--- src/sv/sincos_pkg.sv ---
// Shared types, constants and float helpers for the sine/cosine unit.
// No dependencies; used by sincos_fmul, sincos_fadd and the top level.
package sincos_pkg;

   // Single-precision constants as raw bit patterns
   localparam logic [31:0] FOUR_OVER_PI = 32'h3FA2F983;
   localparam logic [31:0] SPLIT_A      = 32'h3F490000;
   localparam logic [31:0] SPLIT_B      = 32'h397DA000;
   localparam logic [31:0] SPLIT_C      = 32'h33222169;
   localparam logic [31:0] ARG_LIMIT    = 32'h4B7FFFFF;
   localparam logic [31:0] SIN_C0       = 32'hBE2AAAA3;
   localparam logic [31:0] SIN_C1       = 32'h3C08839E;
   localparam logic [31:0] SIN_C2       = 32'hB94CA1F9;
   localparam logic [31:0] COS_C0       = 32'h3D2AAAA5;
   localparam logic [31:0] COS_C1       = 32'hBAB6061A;
   localparam logic [31:0] COS_C2       = 32'h37CCF5CE;
   localparam logic [31:0] NEG_HALF     = 32'hBF000000;
   localparam logic [31:0] FLT_ONE      = 32'h3F800000;
   localparam logic [31:0] QNAN         = 32'h7FC00000;

   // Side data that rides along with each request through the pipeline
   typedef struct packed {
      logic        valid;
      logic        err;
      logic        neg;
      logic        flip;
      logic        swap;
      logic [31:0] x;
      logic [31:0] y;
      logic [31:0] yb;
      logic [31:0] yc;
      logic [31:0] r;
      logic [31:0] z;
   } ctx_type;

   // Significand with hidden bit
   function automatic logic [23:0] sig24(input logic [31:0] f);
      return {f[30:23] != 8'd0, f[22:0]};
   endfunction

   // Effective biased exponent (subnormals use 1)
   function automatic logic [7:0] exp_eff(input logic [31:0] f);
      return (f[30:23] == 8'd0) ? 8'd1 : f[30:23];
   endfunction

   // Leading zero count of a 51-bit word (51 when zero)
   function automatic logic [5:0] lzc51(input logic [50:0] v);
      logic [5:0] n;
      logic       found;
      n = 6'd51;
      found = 1'b0;
      for (int i = 50; i >= 0; i--) begin
         if (!found && v[i]) begin
            n = 6'(50 - i);
            found = 1'b1;
         end
      end
      return n;
   endfunction

   // Round to nearest even and pack; norm has its leading one at bit 50
   function automatic logic [31:0] round_pack(input logic s, input logic signed [11:0] be,
                                              input logic [50:0] norm);
      logic [101:0]       w;
      logic signed [11:0] tmp;
      logic [6:0]         sh;
      logic [23:0]        m;
      logic               g;
      logic               st;
      logic               rnd;
      logic [7:0]         ef;
      logic [30:0]        mag;
      tmp = 12'sd1 - be;
      if (be > 12'sd0) begin
         sh = 7'd0;
         ef = be[7:0];
      end else begin
         sh = (tmp > 12'sd52) ? 7'd52 : tmp[6:0];
         ef = 8'd0;
      end
      w   = {norm, 51'b0} >> sh;
      m   = w[101:78];
      g   = w[77];
      st  = |w[76:0];
      rnd = g & (st | m[0]);
      mag = {ef, m[22:0]} + 31'(rnd);
      return (norm == 51'd0) ? {s, 31'b0} : {s, mag};
   endfunction

endpackage

--- src/sv/sincos_fmul.sv ---
// Three-stage single-precision multiplier: multiply, leading-zero count, round.
// Depends on sincos_pkg; carries a ctx_type word alongside each product.
module sincos_fmul (
   input  logic                clock,
   input  logic                reset,
   input  logic                en,
   input  logic [31:0]         a,
   input  logic [31:0]         b,
   input  sincos_pkg::ctx_type ctx_in,
   output logic [31:0]         p,
   output sincos_pkg::ctx_type ctx_out
);
   import sincos_pkg::*;

   logic               sign1_ff, sign2_ff;
   logic signed [11:0] exp1_ff, exp2_ff;
   logic [47:0]        prod1_ff, prod2_ff;
   logic [5:0]         lz2_ff;
   logic [31:0]        res3_ff;
   ctx_type            ctx1_ff, ctx2_ff, ctx3_ff;
   logic signed [11:0] exp1_in;
   logic [5:0]         lz2_in;
   logic [31:0]        res3_in;
   logic [47:0]        shifted;

   // Stage 1: significand product and exponent sum
   assign exp1_in = 12'(signed'({4'b0, exp_eff(a)})) + 12'(signed'({4'b0, exp_eff(b)}))
                    - 12'sd126;

   // Stage 2: normalize distance
   assign lz2_in = lzc51({prod1_ff, 3'b0});

   // Stage 3: normalize and round
   always_comb begin
      shifted = prod2_ff << lz2_ff;
      res3_in = round_pack(sign2_ff, exp2_ff - 12'(signed'({6'b0, lz2_ff})), {shifted, 3'b0});
   end

   always_ff @(posedge clock) begin
      if (reset) begin
         ctx1_ff <= '0;
         ctx2_ff <= '0;
         ctx3_ff <= '0;
      end else if (en) begin
         ctx1_ff <= ctx_in;
         ctx2_ff <= ctx1_ff;
         ctx3_ff <= ctx2_ff;
      end
   end

   always_ff @(posedge clock) begin
      if (en) begin
         sign1_ff <= a[31] ^ b[31];
         exp1_ff  <= exp1_in;
         prod1_ff <= sig24(a) * sig24(b);
         sign2_ff <= sign1_ff;
         exp2_ff  <= exp1_ff;
         prod2_ff <= prod1_ff;
         lz2_ff   <= lz2_in;
         res3_ff  <= res3_in;
      end
   end

   assign p       = res3_ff;
   assign ctx_out = ctx3_ff;

endmodule

--- config.mk ---
export PLATFORM = sky130hd
export DESIGN_NAME = sincos_fmul
export DESIGN_NICKNAME = d
export VERILOG_FILES = /design/src/sv/sincos_pkg.sv /design/src/sv/sincos_fmul.sv
export SDC_FILE = /design/constraint.sdc
export NUM_CORES = 2
export LEC_CHECK = 0
export BUFFER_PORTS_ARGS = -buffer_cell sky130_fd_sc_hd__buf_2
export CAP_MARGIN = 10
export CORE_ASPECT_RATIO = 1.2
export CORE_MARGIN = 4
export CORE_UTILIZATION = 58
export CTS_CLUSTER_SIZE = 25
export DETAILED_ROUTE_END_ITERATION = 12
export HOLD_SLACK_MARGIN = 0.03
export PLACE_DENSITY = 0.78
export SYNTH_ARGS = -nofsm -noshare
export SYNTH_HDL_FRONTEND = slang
export SYNTH_SLANG_ARGS = --single-unit
--- constraint.sdc ---
create_clock -name clock -period 9.7 [get_ports clock]
set_input_delay 1.455 -clock clock [delete_from_list [all_inputs] [get_ports clock]]
set_output_delay 1.455 -clock clock [all_outputs]
set_load 0.05 [all_outputs]
==> out/qor.yml <==
status:
  outcome: "finished clean"
floorplanning:
  io_pins: 493
  die_h_um: 335.3
  initial_core_util: 0.5873
  core_area_um2: 88140
  die_w_um: 280.7
  rows: 119
  dieArea_um2: 94110
critical_path:
  arrival_ps: 9120
  critPathCaptureType: "flop"
  cp_max_fo: 4
  cp.depth: 27
  cpPeakStageDelay_ps: 540
  critPathTopFamily: "adder cells"
  crit_top_cell: "fa_1"
  crit_slowest_cell: "fa_1"
  critPathKind: "input port to flop"
  cp-start-kind: "input port"
  path_buf_inv: 3
  cp.required_ps: 10060
  r2r_cells: 26
timing:
  fin_setup_tns_ps: 0
  min_period_ps: 8761
  drv_slew: 0
  fmax_ghz: 0.1141
  hold_violations: 0
  period_share: 0.9032
  setup_violations: 0
  tightest_slew_ps: 1260
  relSlewSlack: 0.1601
  clock-skew-final_ps: 26.34
  setup_ws_ps: 938.6
  rsz0062_at_grt: "false"
  hold_slack_ps: 417.1
route:
  viasPerCell: 5.710
  drc: 0
  drtIter0Drc: 2939
  vias: 39168
  totalWireLength_um: 135100
  wl_per_cell_um: 19.70
  ant_nets: 0
  drtPass1Iterations: 6
power_and_ir_drop:
  powerDensity_nw_per_um2: 406.9
  worst_ir_drop_vdd_v: 0.0006482
  leakage_nw: 27.12
  p_total_mw: 23.44
clocking:
  clk_path_buf_depth: 3
  cts.htree.levels: 3
  root_buffer: "clkbuf_16"
  numCtsBuffers: 75
  postCtsResizedCells: 0
  cts.clk_slew.worst_paths_ps: 60
  cts_tree: "yes"
  clock_sinks: 747
  cts_setup_buffers: 0
  ctsHoldBuffers: 0
  insertion_delay_ps: 640
layout:
  final_common_cell: "nor2_1"
  drive_above_1_share: 0.1439
  ff_latch_area_um2: 16520
  syn2layout_area_growth_pct: 11.28
  multi_input_area_um2: 31960
  fin_nets: 6563
  mostFrequentLayoutCells: "nor2_1 (729), mux2i_1 (657), dfxtp_1 (591)"
  fill_cells: 6896
synth:
  ys.flop_type: "dfxtp_1"
  syn_avg_cell_area_um2: 9.756
  ys_ff_latch: 747
  seq_area_frac_synth: 0.3191
  syn_area_um2: 51760
  synth_edf_count: 156
  synthDistinctLibCells: 97
  netlist_instances: 5306
  async_flop_share: 0
  yosysWarnings: 0
  syn_nets: 6252
global_routing:
  grt_pass1_wl_um: 213600
  grt-ovfl-total: 0
  grt_max_degree: 174
  grt_usage: 0.2836
  antenna_found_initial: 32
  grt_pass1_vias: 39560
flow_run:
  maxCapViolCount: 0
min_path:
  min_delay_path_depth: 0
  hold_class: "flop to flop"
place:
  place_ws_ps: 260.1
  dp_hpwl_um: 102300
  port_buffers: 492
  gp_congestion: 0.9532
state kept, by name, summed over array words and instances, names as in the netlist:
name and flops:
lz2_ff 6, prod1_ff 48, p 32, ctx1_ff 197, sign1_ff 1, ctx_out 197
prod2_ff 48, exp2_ff 10, ctx2_ff 197, sign2_ff 1, exp1_ff 10
final cells by class:
| class | instances | area share |
|---|---|---|
| Tap cell | 1149 | 0.02496 |
| Sequential cell | 747 | 0.2867 |
| Antenna cell | 31 | 0.001347 |
| Clock inverter | 37 | 0.007950 |
| Timing Repair Buffer | 555 | 0.05217 |
| Multi-Input combinational cell | 3699 | 0.5547 |
| Clock buffer | 102 | 0.03699 |
| Inverter | 539 | 0.03512 |
worst paths after layout:
path | startpoint | endpoint | slack [ps]
setup / recovery | a[24] | prod1_ff[44] | 940
hold / removal | exp1_ff[4] | exp2_ff[4] | 420
setup reg to reg | lz2_ff[0] | p[24] | 1860
hold reg to reg | exp1_ff[4] | exp2_ff[4] | 420
synthesized netlist by cell type (all sizes together) (60+ instances only):
| cell type | n | area [µm²] |
|---|---|---|
| nor2 | 733 | 2759 |
| mux2i | 657 | 6576 |
| dfxtp | 591 | 11830 |
| inv | 538 | 2019 |
| nand2 | 489 | 1846 |
| fa | 484 | 9689 |
| clkbuf | 233 | 874.6 |
| and2 | 217 | 1360 |
| ha | 198 | 2477 |
| edfxtp | 156 | 4684 |
| a21oi | 114 | 578.1 |
| o21ai | 99 | 503.0 |
| buf | 88 | 426.7 |
| nor3 | 78 | 405.4 |
| nand3 | 60 | 305.3 |
metal layers:
layer | part of all wire | routed length, µm | track usage
met1 | 0.38 | 51370 | 0.3423
met2 | 0.49 | 66030 | 0.4813
met3 | 0.076 | 10300 | 0.06029
met4 | 0.055 | 7395 | 0.1445
met5 | 0.00020 | 27 | 0
cell families (layout without fill, tap and decap cells):
logic type / count (synthesis) / after routing / share of synthesized area
and+or+nand+nor: 1743 / 1743 / 0.1506
buffers and inverters: 860 / 1233 / 0.06422
DFF: 747 / 747 / 0.3191
muxes: 743 / 743 / 0.1586
other: 0 / 31 / 0
xor gates and xnor gates: 72 / 72 / 0.01233
AOI/OAI and AO/OA: 459 / 459 / 0.06019
adders and majority gates: 682 / 682 / 0.2350
metrics by stage:
step,utilization,cell area [µm²],cells
6_report,0.6535,57600,6859
5_1_grt,0.6533,57580,6850
4_1_cts,0.6526,57530,6828
3_5_place_dp,0.6233,54940,6689
3_3_place_gp,0.6233,54940,6689
2_1_floorplan,-,51760,5306
worst reg2reg max path, cell delays in order, from the launching register on:
cell and delay, ps:
edfxtp_1 540, ha_1 250, inv_1 60, fa_1 470, buf_4 250, clkinv_1 410, ha_1 540, a21oi_1 110
o211ai_1 190, nor3_1 70, a221o_1 440, o31ai_4 310, buf_4 400, a21o_1 570, buf_4 380, a211oi_1 80
o21ai_0 290, a31oi_1 130, o21ai_0 400, nand2_1 160, nor2_1 120, ha_1 200, and3_1 180, nand4_1 350
nor4_1 470, xnor2_1 180, nor2_1 60
power by group:
part	switching (mW)	leakage, nW	internal, mW
Combinational	9.21	19.5	6.82
Clock	1.24	1.27	1.71
Sequential	0.212	6.36	4.25
Power figures use the tool's default switching activity.
