$ cat src/sv/sincos_pkg.sv
// Shared types, constants and float helpers for the sine/cosine unit.
// No dependencies; used by sincos_fmul, sincos_fadd and the top level.
package sincos_pkg;

   // Single-precision constants as raw bit patterns
   localparam logic [31:0] FOUR_OVER_PI = 32'h3FA2F983;
   localparam logic [31:0] SPLIT_A      = 32'h3F490000;
   localparam logic [31:0] SPLIT_B      = 32'h397DA000;
   localparam logic [31:0] SPLIT_C      = 32'h33222169;
   localparam logic [31:0] ARG_LIMIT    = 32'h4B7FFFFF;
   localparam logic [31:0] SIN_C0       = 32'hBE2AAAA3;
   localparam logic [31:0] SIN_C1       = 32'h3C08839E;
   localparam logic [31:0] SIN_C2       = 32'hB94CA1F9;
   localparam logic [31:0] COS_C0       = 32'h3D2AAAA5;
   localparam logic [31:0] COS_C1       = 32'hBAB6061A;
   localparam logic [31:0] COS_C2       = 32'h37CCF5CE;
   localparam logic [31:0] NEG_HALF     = 32'hBF000000;
   localparam logic [31:0] FLT_ONE      = 32'h3F800000;
   localparam logic [31:0] QNAN         = 32'h7FC00000;

   // Side data that rides along with each request through the pipeline
   typedef struct packed {
      logic        valid;
      logic        err;
      logic        neg;
      logic        flip;
      logic        swap;
      logic [31:0] x;
      logic [31:0] y;
      logic [31:0] yb;
      logic [31:0] yc;
      logic [31:0] r;
      logic [31:0] z;
   } ctx_type;

   // Significand with hidden bit
   function automatic logic [23:0] sig24(input logic [31:0] f);
      return {f[30:23] != 8'd0, f[22:0]};
   endfunction

   // Effective biased exponent (subnormals use 1)
   function automatic logic [7:0] exp_eff(input logic [31:0] f);
      return (f[30:23] == 8'd0) ? 8'd1 : f[30:23];
   endfunction

   // Leading zero count of a 51-bit word (51 when zero)
   function automatic logic [5:0] lzc51(input logic [50:0] v);
      logic [5:0] n;
      logic       found;
      n = 6'd51;
      found = 1'b0;
      for (int i = 50; i >= 0; i--) begin
         if (!found && v[i]) begin
            n = 6'(50 - i);
            found = 1'b1;
         end
      end
      return n;
   endfunction

   // Round to nearest even and pack; norm has its leading one at bit 50
   function automatic logic [31:0] round_pack(input logic s, input logic signed [11:0] be,
                                              input logic [50:0] norm);
      logic [101:0]       w;
      logic signed [11:0] tmp;
      logic [6:0]         sh;
      logic [23:0]        m;
      logic               g;
      logic               st;
      logic               rnd;
      logic [7:0]         ef;
      logic [30:0]        mag;
      tmp = 12'sd1 - be;
      if (be > 12'sd0) begin
         sh = 7'd0;
         ef = be[7:0];
      end else begin
         sh = (tmp > 12'sd52) ? 7'd52 : tmp[6:0];
         ef = 8'd0;
      end
      w   = {norm, 51'b0} >> sh;
      m   = w[101:78];
      g   = w[77];
      st  = |w[76:0];
      rnd = g & (st | m[0]);
      mag = {ef, m[22:0]} + 31'(rnd);
      return (norm == 51'd0) ? {s, 31'b0} : {s, mag};
   endfunction

endpackage

$ cat src/sv/sincos_fadd.sv
// Three-stage single-precision adder: align and add, leading-zero count, round.
// Depends on sincos_pkg; carries a ctx_type word alongside each sum.
module sincos_fadd (
   input  logic                clock,
   input  logic                reset,
   input  logic                en,
   input  logic [31:0]         a,
   input  logic [31:0]         b,
   input  sincos_pkg::ctx_type ctx_in,
   output logic [31:0]         s,
   output sincos_pkg::ctx_type ctx_out
);
   import sincos_pkg::*;

   logic               sign1_ff, sign2_ff;
   logic signed [11:0] exp1_ff, exp2_ff;
   logic [50:0]        sum1_ff, sum2_ff;
   logic [5:0]         lz2_ff;
   logic [31:0]        res3_ff;
   ctx_type            ctx1_ff, ctx2_ff, ctx3_ff;

   logic [31:0]  big, sml;
   logic [7:0]   d;
   logic [5:0]   sh;
   logic [100:0] w;
   logic [50:0]  a_al, b_al;
   logic [50:0]  sum1_in;
   logic         sign1_in;
   logic [5:0]   lz2_in;
   logic [31:0]  res3_in;
   logic [50:0]  shifted;

   // Stage 1: order by magnitude, align the smaller operand, add or subtract
   always_comb begin
      if (a[30:0] >= b[30:0]) begin
         big = a;
         sml = b;
      end else begin
         big = b;
         sml = a;
      end
      d    = exp_eff(big) - exp_eff(sml);
      sh   = (d > 8'd63) ? 6'd63 : d[5:0];
      w    = {sig24(sml), 26'b0, 51'b0} >> sh;
      a_al = {1'b0, sig24(big), 26'b0};
      b_al = {1'b0, w[100:51]} | {50'b0, |w[50:0]};
      if (a[31] == b[31]) sum1_in = a_al + b_al;
      else                sum1_in = a_al - b_al;
      sign1_in = (sum1_in == 51'd0) ? (a[31] & b[31]) : big[31];
   end

   // Stage 2: normalize distance
   assign lz2_in = lzc51(sum1_ff);

   // Stage 3: normalize and round
   always_comb begin
      shifted = sum2_ff << lz2_ff;
      res3_in = round_pack(sign2_ff, exp2_ff + 12'sd1 - 12'(signed'({6'b0, lz2_ff})), shifted);
   end

   always_ff @(posedge clock) begin
      if (reset) begin
         ctx1_ff <= '0;
         ctx2_ff <= '0;
         ctx3_ff <= '0;
      end else if (en) begin
         ctx1_ff <= ctx_in;
         ctx2_ff <= ctx1_ff;
         ctx3_ff <= ctx2_ff;
      end
   end

   always_ff @(posedge clock) begin
      if (en) begin
         sign1_ff <= sign1_in;
         exp1_ff  <= 12'(signed'({4'b0, exp_eff(big)}));
         sum1_ff  <= sum1_in;
         sign2_ff <= sign1_ff;
         exp2_ff  <= exp1_ff;
         sum2_ff  <= sum1_ff;
         lz2_ff   <= lz2_in;
         res3_ff  <= res3_in;
      end
   end

   assign s       = res3_ff;
   assign ctx_out = ctx3_ff;

endmodule

$ cat config.mk
export PLATFORM = sky130hd
export DESIGN_NAME = sincos_fadd
export DESIGN_NICKNAME = d
export VERILOG_FILES = /design/src/sv/sincos_pkg.sv /design/src/sv/sincos_fadd.sv
export SDC_FILE = /design/constraint.sdc
export NUM_CORES = 2
export LEC_CHECK = 0
export ABC_AREA = 0
export BUFFER_PORTS_ARGS = -buffer_cell sky130_fd_sc_hd__buf_4
export CAP_MARGIN = 25
export CORE_AREA = 2 2 284 258
export CTS_CLUSTER_DIAMETER = 200
export DETAILED_ROUTE_END_ITERATION = 10
export DIE_AREA = 0 0 286 260
export GPL_ROUTABILITY_DRIVEN = 1
export PLACE_DENSITY_LB_ADDON = 0.05
export SETUP_SLACK_MARGIN = 0.15
export SLEW_MARGIN = 20
export SYNTH_ARGS = -nofsm -noshare
export SYNTH_HDL_FRONTEND = slang
export SYNTH_SLANG_ARGS = --single-unit
$ cat constraint.sdc
create_clock -name clock -period 15.4 [get_ports clock]
set_input_delay 2.31 -clock clock [delete_from_list [all_inputs] [get_ports clock]]
set_output_delay 2.31 -clock clock [all_outputs]
set_load 0.01 [all_outputs]
==> results.json <==
{
  "yosys.area.top_type_share_pct": 27.8,
  "worst-path-max-fanout": 39,
  "wirelength_mm": 131,
  "grt_max_degree": 210,
  "synth_top_flop_cell": "dfxtp_1",
  "overflow": 0,
  "cts_setup_buffers": 0,
  "cts_root_buf": "clkbuf_16",
  "maxCapViolations": 0,
  "reg2reg_depth": 29,
  "synth_top_area_cell": "dfxtp_1",
  "core_um2": 71200,
  "hold_path_class": "reg2reg",
  "synth_xor_area_share_pct": 1.66,
  "vias_per_cell": 6.17,
  "drive_gt1_share_pct": 15.4,
  "finalCriticalPeriod_ns": 13.49,
  "synth.yosys.seq_area_share_pct": 38.9,
  "cts_buffers": 75,
  "whs_ns": 0.417,
  "syn_area_um2": 42600,
  "final_cells": 6178,
  "synth_top_family_by_area": "multiplexers",
  "worstMarginPinSlew_ns": 1.15,
  "synth.area.top_cells": "dfxtp_1 (28%), mux2i_1 (17%), edfxtp_1 (11%)",
  "slew_violations": 0,
  "rsz0062_at_grt": "no",
  "fin_skew_ns": 0.0362,
  "dr.max_layer_used": "met5",
  "cts_tree": "yes",
  "grt_pass1_wl_mm": 199,
  "drt.antenna.violating_nets": 0,
  "area_growth_pct": 15.7,
  "cts_hold_buf": 0,
  "synth_mux_area_share_pct": 19.3,
  "status": "finished, final reports clean",
  "fmax_mhz": 74.1,
  "met3_length_mm": 11.8,
  "final_cell_mix": "nor2_1 (867), mux2i_1 (707), dfxtp_1 (591), buf_4 (558), nand2_1 (353)",
  "end_kind": "flop",
  "cts_sinks": 749,
  "crit_type": "in2reg",
  "setup_violations": 0,
  "numPortBuffers": 492,
  "power_leakage_nw": 21.7,
  "synthArstFlopShare_pct": 0,
  "clk_latency_ns": 0.63,
  "first_iter_violations": 4562,
  "wl_per_cell_um": 21.2,
  "ys_ff_latch": 749,
  "startpoint_type": "input pin",
  "grtUsageTotal_pct": 33.5,
  "final.period_utilization_pct": 87.6,
  "dr_wl_met2_mm": 60.2,
  "finalNetCount": 5535,
  "hpwl_mm": 96.7,
  "dpl_cell_area_um2": 46800,
  "maxSlewHeadroom_pct": 22.2,
  "antenna_found_initial": 9,
  "synth_adder_area_share_pct": 3.23,
  "chipHeight_um": 260,
  "whs_path_depth": 0,
  "first_pass_iters": 9,
  "yosys_warnings": 0,
  "powerDensity_nw_per_um2": 131,
  "worstPathArrival_ns": 13.87,
  "cp.buffers_inverters": 5,
  "synth_cell_types": 99,
  "cp_num_cells": 47,
  "critPathSlowestCell": "o32ai_1",
  "row_count": 93,
  "place_inst": 6033,
  "die_x_um": 286,
  "clock_path_buffers": 3,
  "fin_tns_setup_ns": 0,
  "start_util_pct": 59.8,
  "synthSimpleGateAreaFrac_pct": 17.9,
  "synth_compound_area_share_pct": 14.8,
  "cts_resized": 0,
  "syn_area_per_cell_um2": 8.77,
  "dieArea_um2": 74400,
  "htree_levels": 3,
  "synth_cells": 4856,
  "grt_pass1_vias": 35200,
  "layout_commonest_cell": "nor2_1",
  "slowest_delay_ns": 1.01,
  "ir_worst_vdd_uv": 109,
  "met1_length_mm": 52.5,
  "synth-edff-count": 158,
  "critPathRequiredTime_ns": 15.78,
  "hold_viol_final": 0,
  "drc_errors": 0,
  "io_pins": 493,
  "gp_congestion": 1.03,
  "cp_top_family": "compound AO/OA/AOI/OAI gates",
  "syn-num-nets": 5228,
  "fin_area_um2": 49300,
  "vias": 38100,
  "path_clk_slew_ns": 0.06
}
-- worst reg2reg max path: cells and delay by family, from the launching register on --
family	cells	cell delay (ns)
compound gates	5	1.57
fa+ha+maj	4	1.19
mux	2	0.46
simple gates	12	3.24
xor+xnor	2	0.66
flops	1	0.35
buf+inv	4	1.38
-- synthesized netlist by cell type, types with 41 or more instances --
| cell type | instances |
|---|---|
| and2_1 | 42 |
| inv_1 | 121 |
| a31oi_1 | 58 |
| ha_1 | 105 |
| a211oi_1 | 44 |
| buf_1 | 72 |
| xnor2_1 | 47 |
| o211ai_1 | 43 |
| dfxtp_1 | 591 |
| nand3_1 | 101 |
| nor3_1 | 93 |
| nand2_1 | 354 |
| mux2_2 | 41 |
| edfxtp_1 | 158 |
| o21ai_0 | 231 |
| mux2i_1 | 707 |
| clkbuf_1 | 228 |
| a21oi_1 | 217 |
| nor2_1 | 869 |
| nor4_1 | 41 |
| nand4_1 | 45 |
-- final timing paths --
kind                            startpoint          to  slack (ns)
worst min-delay path            exp1_ff[5]  exp2_ff[5]        0.42
worst max-delay path                  b[7]    sign1_ff        1.91
worst min register to register  exp1_ff[5]  exp2_ff[5]        0.42
worst max register to register   lz2_ff[0]       s[30]        6.31
-- stage by stage --
step           util, %  total power, mW  worst slack [ns]
3_3_place_gp      65.7             4.59              1.71
5_1_grt           69.2             6.72              1.26
3_5_place_dp      65.7             4.59              1.54
4_1_cts           69.1             6.39              2.17
2_1_floorplan        -             3.86              2.83
6_report          69.2             6.45              1.91
-- sequential cells by signal (all words and copies together), names as in the netlist --
signal,cells
ctx1_ff,197
ctx2_ff,197
ctx_out,197
exp1_ff,8
exp2_ff,8
lz2_ff,6
s,32
sign1_ff,1
sign2_ff,1
sum1_ff,51
sum2_ff,51
-- cell families after synthesis --
group,Yosys count
XOR/XNOR,79
AND/OR/NAND/NOR,1720
flip-flops,749
adder cells (fa/ha/maj),108
buffers and inverters,461
AO/OA/AOI/OAI,960
multiplexers,779
-- report_power, final --
group | leakage [nW] | internal, mW | switching (mW)
Combinational | 14.1 | 0.826 | 1.56
Sequential | 6.38 | 2.18 | 0.0853
Clock | 1.19 | 1.00 | 0.791
Total | 21.7 | 4.01 | 2.44
-- final cells by class --
class | count | area [um^2]
Antenna cell | 8 | 20.0
Tap cell | 950 | 1190
Inverter | 126 | 473
Multi-Input combinational cell | 3646 | 24300
Timing Repair Buffer | 565 | 4300
Sequential cell | 749 | 16600
Fill cell | 5699 | 21900
Clock buffer | 104 | 2090
Clock inverter | 30 | 360
-- metal layers --
| metal | global-route usage (%) | up-vias |
|---|---|---|
| li1 | - | 18100 |
| met1 | 43.1 | 17800 |
| met2 | 54.0 | 1845 |
| met3 | 7.47 | 387 |
| met4 | 15.3 | 2 |
| met5 | 0 | - |
Power figures use the tool's default switching activity.
